**src/srd_pkg.sv**
```systemverilog
// Shared constants, codes and types of the SLIP receive deframer.
package srd_pkg;

  // Default sizes
  localparam int BUFFER_DEPTH_DEF = 64;
  localparam int COUNT_WIDTH_DEF  = 16;

  // Port widths
  localparam int MAX_LEN_W = 7;
  localparam int LEN_W     = 6;
  localparam int STAT_W    = 16;

  localparam logic [MAX_LEN_W-1:0] MAX_LEN_RST = 7'd64;

  // SLIP codes
  localparam logic [7:0] CODE_END     = 8'hC0;
  localparam logic [7:0] CODE_ESC     = 8'hDB;
  localparam logic [7:0] CODE_ESC_END = 8'hDC;
  localparam logic [7:0] CODE_ESC_ESC = 8'hDD;

  typedef enum logic [1:0] {
    OP_RX      = 2'd0,
    OP_READ    = 2'd1,
    OP_RELEASE = 2'd2,
    OP_NOP     = 2'd3
  } srd_op_t;

  // Status as seen after the last accepted word
  typedef struct packed {
    logic              frame_ready;
    logic [LEN_W-1:0]  frame_length;
    logic              error_flag;
    logic [STAT_W-1:0] parity_count;
    logic [STAT_W-1:0] framing_count;
    logic [STAT_W-1:0] noise_count;
    logic [STAT_W-1:0] overrun_count;
  } srd_status_t;

endpackage

```
**src/srd_core.sv**
```systemverilog
// Decoder state, error counters and the two-bank frame memory.
module srd_core #(
  parameter int BUFFER_DEPTH = srd_pkg::BUFFER_DEPTH_DEF,
  parameter int COUNT_WIDTH  = srd_pkg::COUNT_WIDTH_DEF
) (
  input  logic                           clk,
  input  logic                           rst_n,
  input  logic                           cfg_we,
  input  logic [srd_pkg::MAX_LEN_W-1:0]  cfg_max_len,
  input  logic                           item_go,
  input  logic [1:0]                     op,
  input  logic [7:0]                     rx_byte,
  input  logic                           parity_error,
  input  logic                           framing_error,
  input  logic                           noise_error,
  input  logic                           overrun_error,
  input  logic [5:0]                     read_index,
  output srd_pkg::srd_status_t           status,
  output logic [7:0]                     rd_data
);

  localparam int IDX_W = $clog2(BUFFER_DEPTH);
  localparam int CNT_W = $clog2(BUFFER_DEPTH + 1);

  logic [srd_pkg::MAX_LEN_W-1:0] max_len_r;
  logic                          bank_r, bank_nxt;
  logic [CNT_W-1:0]              fill_cnt_r, fill_cnt_nxt;
  logic                          started_r, started_nxt;
  logic                          esc_r, esc_nxt;
  logic                          held_r, held_nxt;
  logic [CNT_W-1:0]              held_len_r, held_len_nxt;
  logic                          sticky_r, sticky_nxt;
  logic [COUNT_WIDTH-1:0]        cnt_r   [4];
  logic [COUNT_WIDTH-1:0]        cnt_nxt [4];
  logic                          rd_hit_r;
  logic [7:0]                    mem_q_r;

  logic [7:0] mem [2][BUFFER_DEPTH];

  srd_pkg::srd_op_t op_e;
  logic             wr_en;
  logic [7:0]       wr_data;
  logic             rd_en;
  logic [IDX_W-1:0] rd_idx;
  logic             limit_ok;
  logic             fill_nz;
  logic             is_end;

  assign op_e     = srd_pkg::srd_op_t'(op);
  assign rd_idx   = IDX_W'(read_index);
  assign limit_ok = (32'(fill_cnt_r) < 32'(max_len_r)) &&
                    (32'(fill_cnt_r) < 32'(BUFFER_DEPTH));
  assign fill_nz  = (fill_cnt_r != '0);
  assign is_end   = (rx_byte == srd_pkg::CODE_END);

  always_comb begin
    bank_nxt     = bank_r;
    fill_cnt_nxt = fill_cnt_r;
    started_nxt  = started_r;
    esc_nxt      = esc_r;
    held_nxt     = held_r;
    held_len_nxt = held_len_r;
    sticky_nxt   = sticky_r;
    for (int k = 0; k < 4; k++) cnt_nxt[k] = cnt_r[k];
    wr_en   = 1'b0;
    wr_data = rx_byte;
    rd_en   = 1'b0;

    if (item_go) begin
      case (op_e)
        srd_pkg::OP_RX: begin
          if (!(limit_ok && (fill_nz || is_end || started_r))) begin
            // overflow, or a stray byte outside a frame
            fill_cnt_nxt = '0;
            started_nxt  = 1'b0;
            esc_nxt      = 1'b0;
          end else if (esc_r) begin
            if (rx_byte == srd_pkg::CODE_ESC_END) begin
              wr_en   = 1'b1;
              wr_data = srd_pkg::CODE_END;
            end else if (rx_byte == srd_pkg::CODE_ESC_ESC) begin
              wr_en   = 1'b1;
              wr_data = srd_pkg::CODE_ESC;
            end
            esc_nxt = 1'b0;
          end else if (is_end) begin
            if (fill_nz) begin
              if (held_r) begin
                sticky_nxt = 1'b1;
              end else begin
                held_len_nxt = fill_cnt_r;
                held_nxt     = 1'b1;
                bank_nxt     = ~bank_r;
              end
              fill_cnt_nxt = '0;
              started_nxt  = 1'b0;
            end else begin
              started_nxt = 1'b1;
            end
          end else if (rx_byte == srd_pkg::CODE_ESC) begin
            if (started_r) esc_nxt = 1'b1;
          end else if (started_r) begin
            wr_en = 1'b1;
          end
          if (wr_en) fill_cnt_nxt = fill_cnt_r + CNT_W'(1);

          // parity over framing over noise; overrun on its own
          if (parity_error) begin
            sticky_nxt = 1'b1;
            cnt_nxt[0] = cnt_r[0] + COUNT_WIDTH'(1);
          end else if (framing_error) begin
            sticky_nxt = 1'b1;
            cnt_nxt[1] = cnt_r[1] + COUNT_WIDTH'(1);
          end else if (noise_error) begin
            sticky_nxt = 1'b1;
            cnt_nxt[2] = cnt_r[2] + COUNT_WIDTH'(1);
          end
          if (overrun_error) begin
            sticky_nxt = 1'b1;
            cnt_nxt[3] = cnt_r[3] + COUNT_WIDTH'(1);
          end
        end
        srd_pkg::OP_READ: begin
          rd_en = held_r && (32'(read_index) < 32'(held_len_r)) &&
                  (32'(read_index) < 32'(BUFFER_DEPTH));
        end
        srd_pkg::OP_RELEASE: begin
          held_nxt     = 1'b0;
          held_len_nxt = '0;
          sticky_nxt   = 1'b0;
        end
        default: ;
      endcase
    end
  end

  always_ff @(posedge clk) begin
    if (!rst_n) begin
      max_len_r  <= srd_pkg::MAX_LEN_RST;
      bank_r     <= 1'b0;
      fill_cnt_r <= '0;
      started_r  <= 1'b0;
      esc_r      <= 1'b0;
      held_r     <= 1'b0;
      held_len_r <= '0;
      sticky_r   <= 1'b0;
      for (int k = 0; k < 4; k++) cnt_r[k] <= '0;
      rd_hit_r   <= 1'b0;
    end else begin
      if (cfg_we) max_len_r <= cfg_max_len;
      bank_r     <= bank_nxt;
      fill_cnt_r <= fill_cnt_nxt;
      started_r  <= started_nxt;
      esc_r      <= esc_nxt;
      held_r     <= held_nxt;
      held_len_r <= held_len_nxt;
      sticky_r   <= sticky_nxt;
      for (int k = 0; k < 4; k++) cnt_r[k] <= cnt_nxt[k];
      if (item_go) rd_hit_r <= rd_en;
    end
  end

  // Fill bank is written, the other bank holds the frame being read.
  // Read data stays put until the next read, so it survives a stall.
  always_ff @(posedge clk) begin
    if (wr_en) mem[bank_r][fill_cnt_r[IDX_W-1:0]] <= wr_data;
    if (rd_en) mem_q_r <= mem[~bank_r][rd_idx];
  end

  assign rd_data = rd_hit_r ? mem_q_r : 8'd0;

  assign status.frame_ready   = held_r;
  assign status.frame_length  = srd_pkg::LEN_W'(held_len_r);
  assign status.error_flag    = sticky_r;
  assign status.parity_count  = srd_pkg::STAT_W'(cnt_r[0]);
  assign status.framing_count = srd_pkg::STAT_W'(cnt_r[1]);
  assign status.noise_count   = srd_pkg::STAT_W'(cnt_r[2]);
  assign status.overrun_count = srd_pkg::STAT_W'(cnt_r[3]);

endmodule

```
**src/slip_receive_deframer.sv**
```systemverilog
// Top level of the SLIP receive deframer: handshakes and result register.
//
//  channel | handshake        | payload
//  --------+------------------+--------------------------------------------
//  in_     | in_valid/in_stall| op, rx_byte, four line error flags, read_index
//  out_    | out_valid/stall  | read_data, frame status, four error counts
//  cfg_    | cfg_valid/ready  | max_frame_len
//
// One word per cycle in unless out_ stalls, one result per word out; a word's
// state update and bank read are registered on accept, then its result moves
// to the result register. The bank memory's registered read port sets the middle stage.
// Reset is synchronous: state, counters and max_frame_len (64) clear at once.
// A stall on out_ backs up through the middle stage to in_stall.
module slip_receive_deframer #(
  parameter int BUFFER_DEPTH = srd_pkg::BUFFER_DEPTH_DEF,
  parameter int COUNT_WIDTH  = srd_pkg::COUNT_WIDTH_DEF
) (
  input  logic                          clk,
  input  logic                          rst_n,
  input  logic                          cfg_valid,
  output logic                          cfg_ready,
  input  logic [srd_pkg::MAX_LEN_W-1:0] cfg_max_frame_len,
  input  logic                          in_valid,
  output logic                          in_stall,
  input  logic [1:0]                    in_op,
  input  logic [7:0]                    in_rx_byte,
  input  logic                          in_parity_error,
  input  logic                          in_framing_error,
  input  logic                          in_noise_error,
  input  logic                          in_overrun_error,
  input  logic [5:0]                    in_read_index,
  output logic                          out_valid,
  input  logic                          out_stall,
  output logic [7:0]                    out_read_data,
  output logic                          out_frame_ready,
  output logic [srd_pkg::LEN_W-1:0]     out_frame_length,
  output logic                          out_error_flag,
  output logic [srd_pkg::STAT_W-1:0]    out_parity_count,
  output logic [srd_pkg::STAT_W-1:0]    out_framing_count,
  output logic [srd_pkg::STAT_W-1:0]    out_noise_count,
  output logic [srd_pkg::STAT_W-1:0]    out_overrun_count
);

  logic                 go;
  logic                 s1_valid_r, s1_valid_nxt;
  logic                 s1_adv;
  logic                 out_valid_r, out_valid_nxt;
  logic [7:0]           rd_data;
  srd_pkg::srd_status_t status;
  srd_pkg::srd_status_t out_status_r;
  logic [7:0]           out_rd_r;

  assign cfg_ready = rst_n;
  assign s1_adv    = !out_valid_r || !out_stall;
  assign in_stall  = !rst_n || (s1_valid_r && !s1_adv);
  assign go        = in_valid && !in_stall;

  srd_core #(
    .BUFFER_DEPTH (BUFFER_DEPTH),
    .COUNT_WIDTH  (COUNT_WIDTH)
  ) u_core (
    .clk           (clk),
    .rst_n         (rst_n),
    .cfg_we        (cfg_valid && cfg_ready),
    .cfg_max_len   (cfg_max_frame_len),
    .item_go       (go),
    .op            (in_op),
    .rx_byte       (in_rx_byte),
    .parity_error  (in_parity_error),
    .framing_error (in_framing_error),
    .noise_error   (in_noise_error),
    .overrun_error (in_overrun_error),
    .read_index    (in_read_index),
    .status        (status),
    .rd_data       (rd_data)
  );

  // Middle stage owns the word whose state is now in the core.
  assign s1_valid_nxt  = go || (s1_valid_r && !s1_adv);
  assign out_valid_nxt = s1_adv ? s1_valid_r : out_valid_r;

  always_ff @(posedge clk) begin
    if (!rst_n) begin
      s1_valid_r  <= 1'b0;
      out_valid_r <= 1'b0;
    end else begin
      s1_valid_r  <= s1_valid_nxt;
      out_valid_r <= out_valid_nxt;
    end
  end

  always_ff @(posedge clk) begin
    if (s1_adv && s1_valid_r) begin
      out_status_r <= status;
      out_rd_r     <= rd_data;
    end
  end

  assign out_valid         = out_valid_r;
  assign out_read_data     = out_rd_r;
  assign out_frame_ready   = out_status_r.frame_ready;
  assign out_frame_length  = out_status_r.frame_length;
  assign out_error_flag    = out_status_r.error_flag;
  assign out_parity_count  = out_status_r.parity_count;
  assign out_framing_count = out_status_r.framing_count;
  assign out_noise_count   = out_status_r.noise_count;
  assign out_overrun_count = out_status_r.overrun_count;

endmodule

```
**config.mk**
```make
export PLATFORM = sky130hd
export DESIGN_NAME = slip_receive_deframer
export DESIGN_NICKNAME = d
export VERILOG_FILES = /design/src/srd_pkg.sv /design/src/srd_core.sv /design/src/slip_receive_deframer.sv
export SDC_FILE = /design/constraint.sdc
export NUM_CORES = 1
export LEC_CHECK = 0
export ABC_AREA = 0
export ABC_CLOCK_PERIOD_IN_PS = 11100
export BUFFER_PORTS_ARGS = -buffer_cell sky130_fd_sc_hd__buf_4
export CORE_ASPECT_RATIO = 0.8
export CORE_MARGIN = 5
export CORE_UTILIZATION = 52
export CTS_CLUSTER_DIAMETER = 60
export DETAILED_ROUTE_END_ITERATION = 16
export PLACE_DENSITY = 0.68
export SETUP_SLACK_MARGIN = 0.1
export SYNTH_ARGS = -nofsm -noshare
export SYNTH_HDL_FRONTEND = slang
export SYNTH_SLANG_ARGS = --single-unit
```
**constraint.sdc**
```tcl
create_clock -name clk -period 11.1 [get_ports clk]
set_input_delay 0.555 -clock clk [delete_from_list [all_inputs] [get_ports clk]]
set_output_delay 0.555 -clock clk [all_outputs]
set_load 0.005 [all_outputs]
```
# --- Word-level counts from Yosys, hierarchy flattened ---
# Memories as Yosys holds them, arrays and structs flattened.
# Cells that the tools add are included.
totals:
  mem_count: 2
  regBits: 117
  mem_bits_rw: 1088
  out_inout_bits: 83
classes:
  reduce_logical: 28
  n_bitwise: 9
  order_cmp: 6
  add_sub_neg: 5
  mux: 74
  eq_ne: 21
mem_list:
  columns: ["memory", "depth", "width", "rd", "rd_clocked_by_memory_dff", "wr", "line", "source"]
  rows:
  - ["u_core.mem", 2, 512, 1, 0, 1, "srd_core.sv:38", "logic [7:0] mem [2][BUFFER_DEPTH];"]
  - ["u_core.cnt_r", 4, 16, 4, 0, 4, "srd_core.sv:33", "logic [COUNT_WIDTH-1:0] cnt_r [4];"]
ops:
  columns: ["operator", "n"]
  rows:
  - ["two-way mux 512 bit", 1]
  - ["two-way mux 16 bit", 9]
  - ["two-way mux 64 bit", 2]
  - ["two-way mux 8 bit", 9]
  - ["two-way mux 7 bit", 10]
  - ["adder 16 x 1 -> 16 bit (second input constant)", 4]
  - ["binary-select mux 8 bit (select 6 bit)", 1]
  - ["demux 8 bit (select 6 bit)", 1]
  - ["two-way mux 1 bit", 37]
  - ["== test 8 bit (second input constant)", 4]
  - ["two-way mux 32 bit", 1]
  - ["!= test 6 x 5 -> 1 bit (second input constant)", 4]
  - ["AND reduction 7 bit", 3]
  - ["greater-or-equal comparator 7 bit (second input constant)", 2]
  - ["inverter 6 -> 7 bit", 2]
  - ["one-hot mux 7 bit (2 select lines)", 1]
  - ["logical AND 1 bit", 8]
  - ["!= test 2 x 1 -> 1 bit (second input constant)", 4]
  - ["adder 7 x 1 -> 7 bit (second input constant)", 1]
  - ["< comparator 6 x 7 -> 1 bit", 1]
  - ["< comparator 7 x 1 -> 1 bit (second input constant)", 1]
  - ["< comparator 7 bit", 1]
  - ["< comparator 7 bit (second input constant)", 1]
  - ["nonzero test 7 bit", 1]
  - ["17 further kinds", 34]

# --- Longest topological paths before layout ---
depth:
  depth_word: 12
  mapped_depth: 11

# --- By module ---
# From an unflattened synthesis, not the netlist that was laid out.
unflattened:
  hier_cells: 2434
  hier_area_um2: 46738.6
by_module_without_submodules:
  columns: ["module", "area_each_um2", "n_inst", "cells_each", "seq_area_each_um2"]
  rows:
  - ["srd_core", 44234.9, 1, 2341, 32811.5]
  - ["slip_receive_deframer", 2503.7, 1, 93, 2442.3]

# --- Least setup slack after synthesis ---
# OpenSTA, ideal clock, no wires.
synth_path:
  path_type: "input to register"
  startpoint: "input port out_stall"
  endpoint: "register out_status_r (netlist bit out_error_flag), enable pin"
  setup_ps: 640
  cell_stages: 1
  path_buffers: 0
  t_required_ps: 10460
  path_slack_ps: 4091
  arrival_time_ps: 6370
  path_cell_list: "a21boi_0"
synth_via:
  elab_chain_cells: 3
synth_rtl:
  columns: ["item", "line", "source"]
  rows:
  - ["start, declared", "slip_receive_deframer.sv:33", "input logic out_stall,"]
  - ["zero test 1 bit", "slip_receive_deframer.sv:54", "assign s1_adv = !out_valid_r || !out_stall;"]
  - ["logical OR 1 bit", "slip_receive_deframer.sv:54", null]
  - ["logical AND 1 bit", "slip_receive_deframer.sv:93", "if (s1_adv && s1_valid_r) begin"]
  - ["end signal, assigned", "slip_receive_deframer.sv:94", "out_status_r <= status;"]
  - ["end, declared", "slip_receive_deframer.sv:50", "srd_pkg::srd_status_t out_status_r;"]
# Every way passes these cells.
# A chain may end at the register's enable or synchronous reset.

# --- Final worst setup path ---
layout_path:
  startpoint: "register u_core.fill_cnt_r[2]"
  endpoint: "memory u_core.mem[1][329] (netlist name), enable pin"
layout_via:
  elab_chain_cells: 11
  elab_cells_between_ends: 20
  classes_between: "order compare (4); mux (9); bitwise (1); reduce/logical (6)"
layout_rtl:
  columns: ["item", "line", "source"]
  rows:
  - ["start, declared", "srd_core.sv:27", "logic [CNT_W-1:0] fill_cnt_r, fill_cnt_nxt;"]
  - ["start signal, assigned", "srd_core.sv:152", "fill_cnt_r <= fill_cnt_nxt;"]
  - ["parallel branches: the longest is 10 deep, another holds < comparator 7 bit", null, null]
  - ["two-way mux 512 bit (implied by the code) *", "srd_core.sv:166", "if (wr_en) mem[bank_r][fill_cnt_r[IDX_W-1:0]] <= wr_data;"]
  - ["end, declared", "srd_core.sv:38", null]
# Mark *: on every way between the ends. The select of a mux whose other input is x is not followed.

==> results.tsv <==
stage	metric	value	unit
cells_and_area	commonest non-fill, non-tap cell in the layout	edfxtp_1	
clock_tree	Max Root-Sink Buffers	3	
cells_and_area	area used by multi-input combinational logic	11000	µm²
timing	crit share post-route	40.7	%
synth	syn_nets	2668	
cells_and_area	register area	35300	µm²
detailed_routing	routed wire length	109	mm
critical_path	flop2flop setup slack	6580	ps
synth	number of synthesized register bits	1205	
placed_design	HPWL after DPL	66.6	mm
timing	worst relative slew slack	8.45	%
synth	synthesized area per cell	17.9	µm²
cells_and_area	layout cell share with drive strength beyond 1	19.1	%
clock_tree	CTS resizes	0	
clock_tree	setup bufs post-CTS	0	
critical_path	Crit path required time	11350	ps
timing	Final TNS setup	0	ps
cells_and_area	fin cells	4032	
synth	EDFF count, synth	1112	
global_route	grt total ovfl	0	
detailed_routing	drt pass-1 iters	5	
timing	crit path time final	4520	ps
run_status	status	finished clean	
critical_path	CP max stage delay	1050	ps
floorplan	Ports	115	
critical_path	Cell Chain, Critical Path	ha_1 > a21o_1 > a31oi_1 > o21ai_2 > nor4b_4 > nand2_2 > buf_4 > nor3_1	
clock_tree	clock sink count	1205	
critical_path	WP data arrival	4770	ps
clock_tree	cts hold-fix bufs	0	
timing	Max Freq	221	MHz
global_route	antenna violations before repair	6	
synth	register area share after synthesis	75.3	%
clock_tree	H-tree Lvls	3	
floorplan	Die X	345	µm
clock_tree	TritonCTS buffer count	109	
pwr	Leak	16.7	nW
pwr	Power Density	172	nW/µm²
job	Max-cap violations	0	
pwr	Peak VDD IR	0.150	mV
synth	Syn. warnings	0	
timing	Clock Skews	47.4	ps
global_route	largest net degree at the start of global routing	144	
detailed_routing	Post-route DRC	0	
detailed_routing	post-route ant nets	0	
global_route	number of global-route vias before repair	24517	
critical_path	critical path class	reg -> reg	
critical_path	worst-path fanout max	40	
timing	max-slew violations	0	
cells_and_area	Layout area overhead	12.3	%
timing	# setup viols final	0	
timing	Slew @ Worst Pin	1360	ps
synth	ys flop type	edfxtp_1	
floorplan	initial core utilization	52.4	%
placed_design	port bufs	114	
synth	Async SR Flop Fraction	0	%
synth	Post-Syn Instances	2619	
placed_design	placed cells	3825	
clock_tree	Clk pin slew, worst setup/hold paths	60	ps
detailed_routing	Vias/cell	6.15	
worst_hold_path	HP Class	in -> reg	
detailed_routing	via count	24797	
floorplan	Die Footprint	96100	µm²
timing	Hold Violations, Final	0	
global_route	Total Routing Usage GR	22.3	%
global_route	first-pass GRT wire length	162	mm
floorplan	row cnt	98	
cells_and_area	FILL cells	6499	
clock_tree	clk_lat worst skew	680	ps
critical_path	nature of the critical path endpoint	register	
synth	Cell variety after synth	58	
timing	unrepaired setup endpoints after global routing	false	
clock_tree	cell at the root of the clock tree	clkbuf_16	
detailed_routing	1st-iter DRT viols	2981	
cells_and_area	most frequent cells in the layout	1112 x edfxtp_1, 202 x nand2_1, 198 x nor2_1, 192 x mux4_2, 142 x buf_4	
cells_and_area	nets	2787	
synth	synthesized area	46800	µm²
critical_path	CP max-delay cell	nor3_1	
floorplan	Die Y	278	µm
critical_path	CP Launch Type	register	
detailed_routing	wire per inst	27.1	µm
floorplan	Core Area	89300	µm²
placed_design	GPL Wtd Cong	0.855	
clock_tree	CTS tree	yes	
[path summary, 6_finish.rpt]
| check | startpoint | cells past startpoint | to |
|---|---|---|---|
| worst min-delay path | cfg_max_frame_len[6] | 3 | u_core.max_len_r[6]$_SDFFE_PN1P_ |
| worst min register to register | u_core.cnt_r[3][15]$_SDFFE_PN0P_ | 0 | out_overrun_count[15]$_DFFE_PP_ |
| worst max-delay path | u_core.fill_cnt_r[2]$_SDFFE_PN0P_ | 8 | u_core.mem[1][329]$_DFFE_PP_ |
| worst max register to register | u_core.fill_cnt_r[2]$_SDFFE_PN0P_ | 8 | u_core.mem[1][329]$_DFFE_PP_ |
[cells in the mapped netlist (all sizes together), types with 2 or more instances]
library cell  count  area (µm²)
clkbuf           85         319
a211oi           57         440
nand2           204         766
inv              15        56.3
and4b             2        20.0
mux2i           135        1350
and2             18         113
mux4            192        4320
a22o              6        52.6
or4               2        15.0
nand2b           10        62.6
o31ai             2        15.0
nand4            14        87.6
a21oi            24         120
dfxtp            93        1860
a21o              6        45.0
nor3             43         225
o21ai            23         119
nor2            201         754
and4bb            2        25.0
buf              54         263
a31oi             3        18.8
nor2b            11        68.8
ha               17         213
or3b              2        17.5
nor4b             2        38.8
nor4             18         149
nand3b            5        50.1
or3              11        68.8
edfxtp         1112       33400
a22oi            64         480
xnor2            16         140
and3             13        81.3
xor2             37         324
o22ai            57         357
nand3            51         255
[worst max-delay path, delay by kind of cell (launching register included)]
kind | cells | cell delay (ps)
and+or+nand+nor | 3 | 1890
DFF | 1 | 730
AOI/OAI and AO/OA | 3 | 570
buffers and inverters | 1 | 500
adders and majority gates | 1 | 360
[through the flow]
step / hold WS [ps] / util [%] / setup WS, ps / power, mW / cell area (µm²)
detailed placement: 438 / 54.8 / 6420 / 5.37 / 48900
finish: 126 / 58.9 / 6580 / 9.06 / 52500
floorplan: 428 / - / 4090 / 5.24 / 46800
global route: 115 / 58.9 / 6420 / 9.32 / 52500
global placement: 439 / 54.8 / 6610 / 5.36 / 48900
CTS: 86.8 / 58.8 / 6690 / 9.10 / 52500
[power by group]
part | switching (mW) | total (mW) | internal [mW] | leakage [nW]
sequential | 0.00679 | 4.97 | 4.97 | 10.8
combinational | 0.205 | 0.294 | 0.0892 | 4.21
clock | 1.63 | 3.79 | 2.16 | 1.77
total | 1.85 | 9.06 | 7.21 | 16.7
[cell type report]
| class | instances | area share, % |
|---|---|---|
| clock inverter | 64 | 1.20 |
| inverter | 16 | 0.114 |
| sequential | 1205 | 67.1 |
| tap | 1200 | 2.86 |
| timing repair buffer | 147 | 2.15 |
| antenna | 3 | 0.0143 |
| multi-input combinational | 1259 | 20.9 |
| clock buffer | 138 | 5.67 |
[state kept, by name (all words and copies together) (netlist names), 8 cells and up]
signal / cells
out_framing_count: 16
out_noise_count: 16
out_overrun_count: 16
out_parity_count: 16
out_read_data: 8
u_core.cnt_r: 64
u_core.mem: 1024
u_core.mem_q_r: 8
[cells by family (layout without fill, tap and decap cells)]
logic type / after synthesis / after routing / synth area share, %
AO/OA/AOI/OAI: 249 / 249 / 3.67
XOR/XNOR: 53 / 53 / 0.992
adder cells (fa/ha/maj): 17 / 17 / 0.455
buffers and inverters: 155 / 365 / 1.37
flip-flops: 1205 / 1205 / 75.3
multiplexers: 327 / 327 / 12.1
other: 0 / 3 / 0
AND/OR/NAND/NOR: 613 / 613 / 6.05
[per-layer routing]
metal / GRT usage, % / part of all wire (%) / vias up
li1: - / - / 10633
met2: 33.4 / 45 / 1184
met5: 0 / 0.029 / -
met4: 5.69 / 2.4 / 6
met3: 4.63 / 9.6 / 168
met1: 34.1 / 43 / 12806
Note: power is estimated with default switching activity, not from simulation.
